### src/rtl/core/frac_pkg.sv
// Package for the fraction arithmetic reduce block.
// Holds opcodes, widths and the front-to-back queue entry type; no dependencies.
package frac_pkg;
	localparam int InWidth  = 16;
	localparam int NumWidth = 32;
	localparam int DenWidth = 31;
	localparam int MagWidth = 32;
	localparam int QDepth   = 2;

	typedef enum logic [1:0] {
		OP_ADD = 2'd0,
		OP_SUB = 2'd1,
		OP_MUL = 2'd2,
		OP_DIV = 2'd3
	} op_t;

	// One classified item: magnitudes of the exact result plus its sign and kind.
	typedef struct packed {
		logic                err;
		logic                zero;
		logic                neg;
		logic [MagWidth-1:0] mag_num;
		logic [MagWidth-1:0] mag_den;
	} work_t;
endpackage

### src/rtl/core/frac_front.sv
// Front part: accepts an item, forms the unreduced product terms and classifies it.
// Depends on frac_pkg. Two registered stages: products, then sum and sign.
module frac_front (
	input  logic                           clk,
	input  logic                           arst_n,
	input  logic                           in_valid,
	output logic                           in_ready,
	input  logic [1:0]                     opcode,
	input  logic signed [frac_pkg::InWidth-1:0] n1,
	input  logic [frac_pkg::InWidth-2:0]   d1,
	input  logic signed [frac_pkg::InWidth-1:0] n2,
	input  logic [frac_pkg::InWidth-2:0]   d2,
	output logic                           out_valid,
	input  logic                           out_ready,
	output frac_pkg::work_t                out_work
);
	logic        v_s1, v_s2;
	logic        err_s1;
	logic [1:0]  op_s1;
	logic signed [32:0] pa_s1, pb_s1;
	logic [31:0] den_s1;
	frac_pkg::work_t w_s2;
	logic        adv1, adv2;
	logic signed [33:0] sum;
	logic [33:0] mag;
	logic signed [16:0] an2;

	assign adv2 = !v_s2 || out_ready;
	assign adv1 = !v_s1 || adv2;
	assign in_ready = adv1;
	assign an2 = n2[frac_pkg::InWidth-1] ? -17'(n2) : 17'(n2);

	// Stage one: the multiplications.
	always_ff @(posedge clk or negedge arst_n) begin
		if (!arst_n) begin
			v_s1 <= 1'b0;
		end else if (adv1) begin
			v_s1 <= in_valid;
		end
	end
	always_ff @(posedge clk) begin
		if (adv1 && in_valid) begin
			op_s1  <= opcode;
			err_s1 <= (d1 == '0) || (d2 == '0) ||
				(opcode == frac_pkg::OP_DIV && n2 == '0);
			unique case (frac_pkg::op_t'(opcode))
				frac_pkg::OP_ADD, frac_pkg::OP_SUB: begin
					pa_s1  <= 33'(n1 * $signed({1'b0, d2}));
					pb_s1  <= 33'(n2 * $signed({1'b0, d1}));
					den_s1 <= 32'(d1 * d2);
				end
				frac_pkg::OP_MUL: begin
					pa_s1  <= 33'(n1 * n2);
					pb_s1  <= '0;
					den_s1 <= 32'(d1 * d2);
				end
				default: begin
					pa_s1  <= n2[frac_pkg::InWidth-1] ?
						-33'(n1 * $signed({1'b0, d2})) : 33'(n1 * $signed({1'b0, d2}));
					pb_s1  <= '0;
					den_s1 <= 32'(d1 * an2[15:0]);
				end
			endcase
		end
	end

	// Stage two: combine, take magnitude and classify.
	always_comb begin
		sum = (op_s1 == frac_pkg::OP_SUB) ? 34'(pa_s1) - 34'(pb_s1) : 34'(pa_s1) + 34'(pb_s1);
		mag = sum[33] ? 34'(-sum) : 34'(sum);
	end
	always_ff @(posedge clk or negedge arst_n) begin
		if (!arst_n) begin
			v_s2 <= 1'b0;
		end else if (adv2) begin
			v_s2 <= v_s1;
		end
	end
	always_ff @(posedge clk) begin
		if (adv2 && v_s1) begin
			w_s2.err     <= err_s1;
			w_s2.zero    <= (sum == '0);
			w_s2.neg     <= sum[33];
			w_s2.mag_num <= mag[31:0];
			w_s2.mag_den <= den_s1;
		end
	end

	assign out_valid = v_s2;
	assign out_work  = w_s2;
endmodule

### src/rtl/core/frac_queue.sv
// Short queue between the front and back parts.
// Depends on frac_pkg for the entry type and depth.
module frac_queue (
	input  logic            clk,
	input  logic            arst_n,
	input  logic            wr_valid,
	output logic            wr_ready,
	input  frac_pkg::work_t wr_data,
	output logic            rd_valid,
	input  logic            rd_ready,
	output frac_pkg::work_t rd_data
);
	frac_pkg::work_t mem_q [frac_pkg::QDepth];
	logic wp_q, rp_q;
	logic [1:0] cnt_q;
	logic wr, rd;

	assign wr_ready = cnt_q != 2'(frac_pkg::QDepth);
	assign rd_valid = cnt_q != '0;
	assign wr = wr_valid && wr_ready;
	assign rd = rd_valid && rd_ready;
	assign rd_data = mem_q[rp_q];

	// Pointers and fill count.
	always_ff @(posedge clk or negedge arst_n) begin
		if (!arst_n) begin
			wp_q  <= 1'b0;
			rp_q  <= 1'b0;
			cnt_q <= '0;
		end else begin
			if (wr) wp_q <= !wp_q;
			if (rd) rp_q <= !rp_q;
			cnt_q <= cnt_q + 2'(wr) - 2'(rd);
		end
	end
	always_ff @(posedge clk) begin
		if (wr) mem_q[wp_q] <= wr_data;
	end
endmodule

### src/rtl/core/frac_back.sv
// Back part: binary GCD, then two restoring divisions by the GCD, then the output register.
// Errors and zero results skip straight to the output register. Depends on frac_pkg.
module frac_back (
	input  logic                           clk,
	input  logic                           arst_n,
	input  logic                           in_valid,
	output logic                           in_ready,
	input  frac_pkg::work_t                in_work,
	output logic                           out_valid,
	input  logic                           out_ready,
	output logic [frac_pkg::NumWidth-1:0]  out_num,
	output logic [frac_pkg::DenWidth-1:0]  out_den,
	output logic                           out_err
);
	typedef enum logic [4:0] {
		S_IDLE = 5'b00001,
		S_GCD  = 5'b00010,
		S_DIVN = 5'b00100,
		S_DIVD = 5'b01000,
		S_OUT  = 5'b10000
	} st_t;

	st_t         st_q;
	logic [31:0] a_q, b_q, g_q, nq_q, dq_q;
	logic [31:0] quo_q, rem_q, dvd_q;
	logic [5:0]  sh_q, cnt_q;
	logic        neg_q;
	logic [31:0] diff;
	logic [32:0] trial;
	logic [31:0] onum;

	assign in_ready = (st_q == S_IDLE);
	assign out_valid = (st_q == S_OUT);
	assign trial = {rem_q, dvd_q[31]} - {1'b0, g_q};

	// Sequencer: one GCD step or one quotient bit per cycle.
	always_ff @(posedge clk or negedge arst_n) begin
		if (!arst_n) begin
			st_q <= S_IDLE;
		end else begin
			unique case (st_q)
				S_IDLE: if (in_valid) begin
					st_q <= (in_work.err || in_work.zero) ? S_OUT : S_GCD;
				end
				S_GCD: if (b_q == '0) st_q <= S_DIVN;
				S_DIVN: if (cnt_q == 6'd31) st_q <= S_DIVD;
				S_DIVD: if (cnt_q == 6'd31) st_q <= S_OUT;
				S_OUT: if (out_ready) st_q <= S_IDLE;
				default: st_q <= S_IDLE;
			endcase
		end
	end

	always_comb diff = (a_q > b_q) ? a_q - b_q : b_q - a_q;

	always_ff @(posedge clk) begin
		unique case (st_q)
			S_IDLE: if (in_valid) begin
				a_q   <= in_work.mag_num;
				b_q   <= in_work.mag_den;
				dvd_q <= in_work.mag_num;
				neg_q <= in_work.neg;
				sh_q  <= '0;
				cnt_q <= '0;
				rem_q <= '0;
				if (in_work.err) begin
					nq_q <= '0; dq_q <= '0;
				end else if (in_work.zero) begin
					nq_q <= '0; dq_q <= 32'd1;
				end else begin
					dq_q <= in_work.mag_den;
				end
				out_err <= in_work.err;
			end
			S_GCD: begin
				// Stein's algorithm; on finish, g = a << shift.
				if (b_q == '0) begin
					g_q <= a_q << sh_q;
				end else if (!a_q[0] && !b_q[0]) begin
					a_q <= a_q >> 1; b_q <= b_q >> 1; sh_q <= sh_q + 6'd1;
				end else if (!a_q[0]) begin
					a_q <= a_q >> 1;
				end else if (!b_q[0]) begin
					b_q <= b_q >> 1;
				end else begin
					a_q <= (a_q < b_q) ? a_q : b_q;
					b_q <= diff >> 1;
				end
			end
			S_DIVN, S_DIVD: begin
				quo_q <= {quo_q[30:0], !trial[32]};
				if (cnt_q == 6'd31) begin
					// Last quotient bit: store the quotient and set up the next pass.
					cnt_q <= '0;
					rem_q <= '0;
					if (st_q == S_DIVN) begin
						nq_q  <= {quo_q[30:0], !trial[32]};
						dvd_q <= dq_q;
					end else begin
						dq_q <= {quo_q[30:0], !trial[32]};
					end
				end else begin
					rem_q <= trial[32] ? {rem_q[30:0], dvd_q[31]} : trial[31:0];
					dvd_q <= dvd_q << 1;
					cnt_q <= cnt_q + 6'd1;
				end
			end
			default: ;
		endcase
	end

	assign onum = neg_q ? -nq_q : nq_q;
	assign out_num = onum;
	assign out_den = dq_q[30:0];
endmodule

### src/rtl/core/fraction_arithmetic_reduce.sv
// Fraction arithmetic with reduction to lowest terms (top level).
// Path: the front stages, the queue, binary GCD steps, then two 32-bit restoring
// divisions by the GCD and the output state.
// The back end takes one item per pass; errors and zeros skip to the output state.
// Reset: arst_n asynchronous, active low, clears all valid and state bits.
module fraction_arithmetic_reduce (
	input  logic        clk,
	input  logic        arst_n,
	input  logic        s_axis_tvalid,
	output logic        s_axis_tready,
	// opcode[1:0], first_numerator[17:2], first_denominator[32:18],
	// second_numerator[48:33], second_denominator[63:49]
	input  logic [63:0] s_axis_tdata,
	output logic        m_axis_tvalid,
	input  logic        m_axis_tready,
	// result_numerator[31:0], result_denominator[62:32]
	output logic [63:0] m_axis_tdata,
	// error_flag
	output logic        m_axis_tuser
);
	logic            f_valid, f_ready, q_valid, q_ready;
	frac_pkg::work_t f_work, q_work;
	logic [31:0]     r_num;
	logic [30:0]     r_den;

	frac_front u_front (
		.clk, .arst_n,
		.in_valid (s_axis_tvalid), .in_ready (s_axis_tready),
		.opcode   (s_axis_tdata[1:0]),
		.n1       (s_axis_tdata[17:2]),
		.d1       (s_axis_tdata[32:18]),
		.n2       (s_axis_tdata[48:33]),
		.d2       (s_axis_tdata[63:49]),
		.out_valid (f_valid), .out_ready (f_ready), .out_work (f_work)
	);

	frac_queue u_queue (
		.clk, .arst_n,
		.wr_valid (f_valid), .wr_ready (f_ready), .wr_data (f_work),
		.rd_valid (q_valid), .rd_ready (q_ready), .rd_data (q_work)
	);

	frac_back u_back (
		.clk, .arst_n,
		.in_valid (q_valid), .in_ready (q_ready), .in_work (q_work),
		.out_valid (m_axis_tvalid), .out_ready (m_axis_tready),
		.out_num (r_num), .out_den (r_den), .out_err (m_axis_tuser)
	);

	assign m_axis_tdata = {1'b0, r_den, r_num};

	// An error result always carries 0/0.
	a_err_zero: assert property (@(posedge clk) disable iff (!arst_n)
		m_axis_tvalid && m_axis_tuser |-> m_axis_tdata[62:0] == '0)
		else $error("error result not 0/0");
	// A good result never has a zero denominator.
	a_den_nz: assert property (@(posedge clk) disable iff (!arst_n)
		m_axis_tvalid && !m_axis_tuser |-> m_axis_tdata[62:32] != '0)
		else $error("zero denominator on good result");
	// The queue never reports both full and empty.
	a_q_sane: assert property (@(posedge clk) disable iff (!arst_n)
		!(!f_ready && !q_valid))
		else $error("queue count inconsistent");
endmodule
### config.mk
export PLATFORM = sky130hd
export DESIGN_NAME = fraction_arithmetic_reduce
export DESIGN_NICKNAME = d
export VERILOG_FILES = /design/src/rtl/core/frac_pkg.sv /design/src/rtl/core/frac_front.sv /design/src/rtl/core/frac_queue.sv /design/src/rtl/core/frac_back.sv /design/src/rtl/core/fraction_arithmetic_reduce.sv
export SDC_FILE = /design/constraint.sdc
export NUM_CORES = 2
export LEC_CHECK = 0
export BUFFER_PORTS_ARGS = -buffer_cell sky130_fd_sc_hd__buf_2
export CAP_MARGIN = 40
export CORE_MARGIN = 5
export CORE_UTILIZATION = 55
export CTS_CLUSTER_SIZE = 28
export DETAILED_ROUTE_END_ITERATION = 12
export PLACE_DENSITY = 0.74
export SLEW_MARGIN = 20
export SYNTH_ARGS = -nofsm -noshare
export SYNTH_HDL_FRONTEND = slang
export SYNTH_SLANG_ARGS = --single-unit
### constraint.sdc
create_clock -name clk -period 6 [get_ports clk]
set_clock_uncertainty 0.2 [all_clocks]
set_input_delay 0.3 -clock clk [delete_from_list [all_inputs] [get_ports clk]]
set_output_delay 0.3 -clock clk [all_outputs]
set_load 0.01 [all_outputs]
# Word-level counts from Yosys, hierarchy flattened
# Memories as Yosys holds them, arrays and structs flattened.
# Cells that the tools add are included.
[word_totals]
ff_bits = 447
latchBits = 0
ramBits = 134
rom_bits = 0
inputBits = 68
word_cells = 174
n_memories = 1
[memory_table]
columns = ["memory", "depth", "width", "read_ports", "rd_clocked_by_memory_dff", "wr", "line", "text"]
rows = [
  ["u_queue.mem_q", 2, 67, 1, 0, 1, "frac_queue.sv:13", "frac_pkg::work_t mem_q [frac_pkg::QDepth];"],
]
[op_classes]
addsub = 13
mul = 5
n_div = 0
magnitude_cmp = 2
eq_ne = 26
shift = 1
mux = 55
bitwise = 0
reduce_logical = 41
[op_table]
columns = ["op", "count"]
rows = [
  ["32-bit 2-to-1 mux", 28],
  ["32-bit case mux with 2 select lines", 6],
  ["16-bit by 16-bit multiplier with 32-bit output", 3],
  ["33-bit case mux with 2 select lines", 1],
  ["32-bit negator", 2],
  ["32-bit subtractor", 2],
  ["33-bit by 32-bit adder with 34-bit output", 1],
  ["34-bit zero test", 1],
  ["34-bit 2-to-1 mux", 1],
  ["33-bit by 32-bit subtractor with 34-bit output", 1],
  ["33-bit 2-to-1 mux", 1],
  ["33-bit negator", 1],
  ["33-bit by 32-bit subtractor with 33-bit output", 1],
  ["32-bit greater-than comparator", 1],
  ["32-bit zero test", 1],
  ["32-bit less-than comparator", 1],
  ["32-bit by 6-bit left shift with 32-bit output", 1],
  ["15-bit by 16-bit multiplier with 31-bit output", 1],
  ["31-bit 2-to-1 mux", 1],
  ["15-bit zero test", 2],
  ["15-bit by 15-bit multiplier with 30-bit output", 1],
  ["30-bit 2-to-1 mux", 1],
  ["5-bit 2-to-1 mux", 6],
  ["5-bit case mux with 5 select lines", 1],
  ["other kinds (33)", 77],
]

# Logic depth before layout (Yosys ltp)
[depth]
ltp_word = 7
ltp_mapped = 33
ltp_nobuf = 31

# Hierarchy
# Synthesis repeated with hierarchy kept, for this count alone.
[hier_totals]
hier_cells = 8372
hier_area_um2 = 79443.7
[modules_own_cells]
columns = ["module", "instances", "cells_per_inst", "area_each_um2", "seq_area_each_um2"]
rows = [
  ["frac_front", 1, 6041, 54494.8, 5004.8],
  ["frac_back", 1, 2098, 19866.6, 8204.1],
  ["frac_queue", 1, 231, 5071.1, 4124.0],
  ["fraction_arithmetic_reduce", 1, 2, 11.3, 0.0],
]

# Worst setup path before layout
# OpenSTA, ideal clock, no wires.
[synth_timing]
kind = "in2reg"
from = "in s_axis_tdata[37]"
to = "reg u_front.den_s1[30] (data pin)"
arrival_time_ns = 7.110
required_ns = 5.534
setup_slack_ns = -1.575
stages = 31
path_cell_list = "clkbuf_1 nor3_1 nand2b_1 nor2_1 nand3_1 o41ai_1 xnor2_1 clkbuf_1 nand2_1 fa_1 inv_1 fa_1 fa_1 inv_1 fa_1 inv_1 fa_1 inv_1 fa_1 inv_1 ha_1 a21o_1 a21oi_1 o21ai_0 nor3_1 a21oi_1 a41o_1 o41a_1 a31oi_1 xnor2_1 nor2_1"
[synth_between]
elab_chain_cells = 3
[synth_rtl]
columns = ["element", "line", "text"]
rows = [
  ["start, declared", "fraction_arithmetic_reduce.sv:13", "input logic [63:0] s_axis_tdata,"],
  ["16-bit negator", "frac_front.sv:31", "assign an2 = n2[frac_pkg::InWidth-1] ? -17'(n2) : 17'(n2);"],
  ["16-bit 2-to-1 mux *", "frac_front.sv:31", ""],
  ["15-bit by 16-bit multiplier with 31-bit output *", "frac_front.sv:61", "den_s1 <= 32'(d1 * an2[15:0]);"],
  ["end signal, assigned", "frac_front.sv:50", "den_s1 <= 32'(d1 * d2);"],
  ["end signal, assigned", "frac_front.sv:55", "den_s1 <= 32'(d1 * d2);"],
  ["end signal, assigned", "frac_front.sv:61", ""],
  ["end, declared", "frac_front.sv:21", "logic [31:0] den_s1;"],
]
# Every way passes the cells marked *; elsewhere a longest branch is shown, timed or not.
# A chain may end at the register's enable or synchronous reset.

# Worst setup path after layout
[layout_timing]
from = "in s_axis_tdata[36]"
to = "reg u_front.den_s1[27] (data pin)"
[layout_between]
elab_chain_cells = 4
[layout_rtl]
columns = ["element", "line"]
rows = [
  ["16-bit negator", "frac_front.sv:31"],
  ["16-bit 2-to-1 mux *", "frac_front.sv:31"],
  ["15-bit by 16-bit multiplier with 31-bit output *", "frac_front.sv:61"],
  ["30-bit 2-to-1 mux *", "-"],
]
# Marks and branches as above.

==> reports/qor.yml <==
ys_async_sr_fraction_pct: 1.910
start_util_pct: 55.30
grt_pass1_vias: 63560
synth_edf_count: 565
cp-start-kind: "primary input"
cpPeakStageDelay_ns: 0.54
path_clk_slew_ns: 0.07
setup_viol: 42
crit_top_cell: "fa_1"
synth_area_mm2: 0.07830
path_class: "primary input to register"
drtPass1Iterations: 6
wl_per_cell_um: 20.95
fin_area_mm2: 0.09052
antenna_found_initial: 5
placed_cell_area_mm2: 0.08606
syn_inst: 8178
post-route-min-period_ns: 6.790
fin_ws_ns: -0.7898
ys_ff_latch: 576
clockBufferDepth: 3
violations: "negative setup slack"
yosysSeqAreaShare_pct: 22.02
cp.required_ns: 6.20
rsz0062_at_grt: "true"
grt_max_degree: 70
slowest_stage: "fa_1"
syn_nets: 9924
yosysMostFrequentCell: "inv_1"
relSlewSlack_pct: 40.11
vias: 61210
synth_compound_gate_area_share_pct: 10.21
ys_top_cells_by_area: "fa_1 28%, edfxtp_1 22%, ha_1 9.2%"
regArea_mm2: 0.01725
end_kind: "register"
syn_area_per_cell_um2: 9.574
synthXorXnorAreaFrac_pct: 3.835
holdCritPathClass: "primary input to register"
maxCapViolations: 0
finalWirelength_mm: 224.7
min_period_over_period_pct: 113.2
reg2reg_depth: 18
ys.flop_type: "edfxtp_1"
clockRootBuffer: "clkbuf_16"
min_from: "s_axis_tdata[0]"
core.rowCount: 138
synthAdderAreaFrac_pct: 37.41
h-tree-depth: 2
min_to: "u_front.op_s1[0]"
track_usage_pct: 29.49
cts_buffers: 58
worstPathMaxFanout: 4
yosysTopAreaCell: "fa_1"
synth_cell_types: 110
drt-vias-per-instance: 5.707
drive_gt1_share_pct: 16.71
synth_top_family_by_area: "adder cells"
area_growth_pct: 15.60
cts_tree: "done"
drt_iter0_markers: 5430
die_area_mm2: 0.1500
synth-simple-area-share_pct: 14.70
worstReg2RegEnd: "u_front.out_work[58]"
synth.cells.most_frequent: "1,401 x inv_1, 1,105 x fa_1, 902 x nand2_1, 597 x and2_1, 573 x ha_1"
whs_path_depth: 2
die_x_um: 387.3
grt-ovfl-total: 0
place.gp.congestion: 0.9867
fillers: 11350
ant_nets: 0
ios: 135
yosys_warnings: 0
outcome: "complete, but fails checks"
final_nets: 10530
port_buffers: 133
tightest_slew_ns: 0.8951
max_freq_ghz: 0.1473
drc_errors: 0
yosys.area.top_type_share_pct: 28.25
synth_mux_area_share_pct: 2.721
ff2ff_setup_slack_ns: 0.26
reg2reg_from: "u_front.pb_s1[2]"
drv_slew: 0
multi_input_area_mm2: 0.05555
hold_violations: 0
grt_pass1_wl_mm: 351.3
clock-sinks: 576
critPathArrivalTime_ns: 6.99
fp.dieH_um: 387.3
dp_hpwl_mm: 181.7
insertion_delay_ns: 0.65
fp.coreArea_mm2: 0.1416
layout by cell type (no fill, tap or decap), types with 102 or more instances in the layout:
cell | synthesis | routed
buf_2 | 18 | 102
o21ai_0 | 211 | 182
and2_1 | 597 | 566
ha_1 | 573 | 546
edfxtp_1 | 565 | 565
fa_1 | 1105 | 1087
nand2_1 | 902 | 884
mux2i_1 | 133 | 133
inv_1 | 1401 | 1366
xnor2_1 | 238 | 225
nor2_1 | 332 | 321
buf_4 | 37 | 778
a21oi_1 | 381 | 354
critical path: cells and delay by family:
| kind | cells | cell delay, ns |
|---|---|---|
| buffers and inverters | 9 | 0.81 |
| multiplexers | 1 | 0.27 |
| XOR/XNOR | 1 | 0.19 |
| AO/OA/AOI/OAI | 5 | 1.20 |
| adder cells (fa/ha/maj) | 7 | 3.23 |
| AND/OR/NAND/NOR | 8 | 0.99 |
flip-flops by register name, indices dropped and copies added, names as in the netlist, 2 cells and up:
| register | cells |
|---|---|
| u_back.cnt_q | 6 |
| u_queue.cnt_q | 2 |
| u_back.dvd_q | 32 |
| u_back.dq_q | 32 |
| u_back.sh_q | 6 |
| u_front.out_work | 66 |
| u_front.pb_s1 | 32 |
| u_front.den_s1 | 31 |
| u_back.g_q | 32 |
| u_queue.mem_q | 132 |
| u_back.st_q | 5 |
| u_back.rem_q | 32 |
| u_back.nq_q | 32 |
| u_back.quo_q | 31 |
| u_back.a_q | 32 |
| u_front.pa_s1 | 33 |
| u_front.op_s1 | 2 |
| u_back.b_q | 31 |
layout make-up:
type                       instances  area share, %
antenna                            3       0.008294
clock buffer                      65          1.655
clock inverter                    45         0.5598
inverter                        1403          5.818
multi-input combinational       5752          61.37
sequential                       576          19.05
tap                             1890          2.613
timing repair buffer             992          8.924
cells by family (layout without fill, tap and decap cells):
family,after synthesis,in the layout
DFF,576,576
adders and majority gates,1678,1678
and+or+nand+nor,2332,2332
other,1,4
buffers and inverters,1850,2505
AOI/OAI and AO/OA,1219,1219
muxes,180,180
xor gates and xnor gates,342,342
timing repair:
action	CTS	global route
hold buffers	6	0
pin swaps	154	79
gates cloned	2	3
setup buffers	46	30
endpoints found under the setup margin	49	83
endpoints found under the hold margin	15	0
gates resized for setup	241	126
worst max path at each step:
stage	from	endpoint	slack [ns]	cells after the start
after floorplan	s_axis_tdata[35]	u_front.den_s1[29]	-1.13	32
after global placement	s_axis_tdata[35]	u_front.den_s1[30]	-1.65	29
after detailed placement	s_axis_tdata[35]	u_front.den_s1[30]	-1.73	29
after CTS	s_axis_tdata[37]	u_front.den_s1[30]	-0.64	32
after global routing	s_axis_tdata[36]	u_front.den_s1[27]	-1.0	32
final	s_axis_tdata[36]	u_front.den_s1[27]	-0.79	31
per-stage QoR:
stage                     TNS [ns]  hold slack (ns)  utilization [%]  cells  setup WS, ns
after detailed placement    -65.29         -0.01111            60.78  10530        -1.733
after global routing        -23.15           0.1485            63.93  10730       -0.9964
after global placement      -59.84         -0.01702            60.73  10520        -1.648
after CTS                   -12.35           0.1195            63.25  10690       -0.6395
final                       -13.18           0.1622            63.93  10730       -0.7898
after floorplan             -23.62          -0.1956                -   8178        -1.126
per-layer routing:
metal | part of all wire [%] | wire [µm] | up-vias | GRT usage (%)
li1 | - | - | 27630 | -
met2 | 47 | 106100 | 2465 | 48.50
met1 | 40 | 89090 | 30600 | 38.97
met5 | 0 | 0 | - | 0
met3 | 7.8 | 17440 | 509 | 4.482
met4 | 5.4 | 12130 | 0 | 13.17
Power is not shown: default switching activity piles up to over one toggle a cycle in this logic, so the estimate is an artifact.
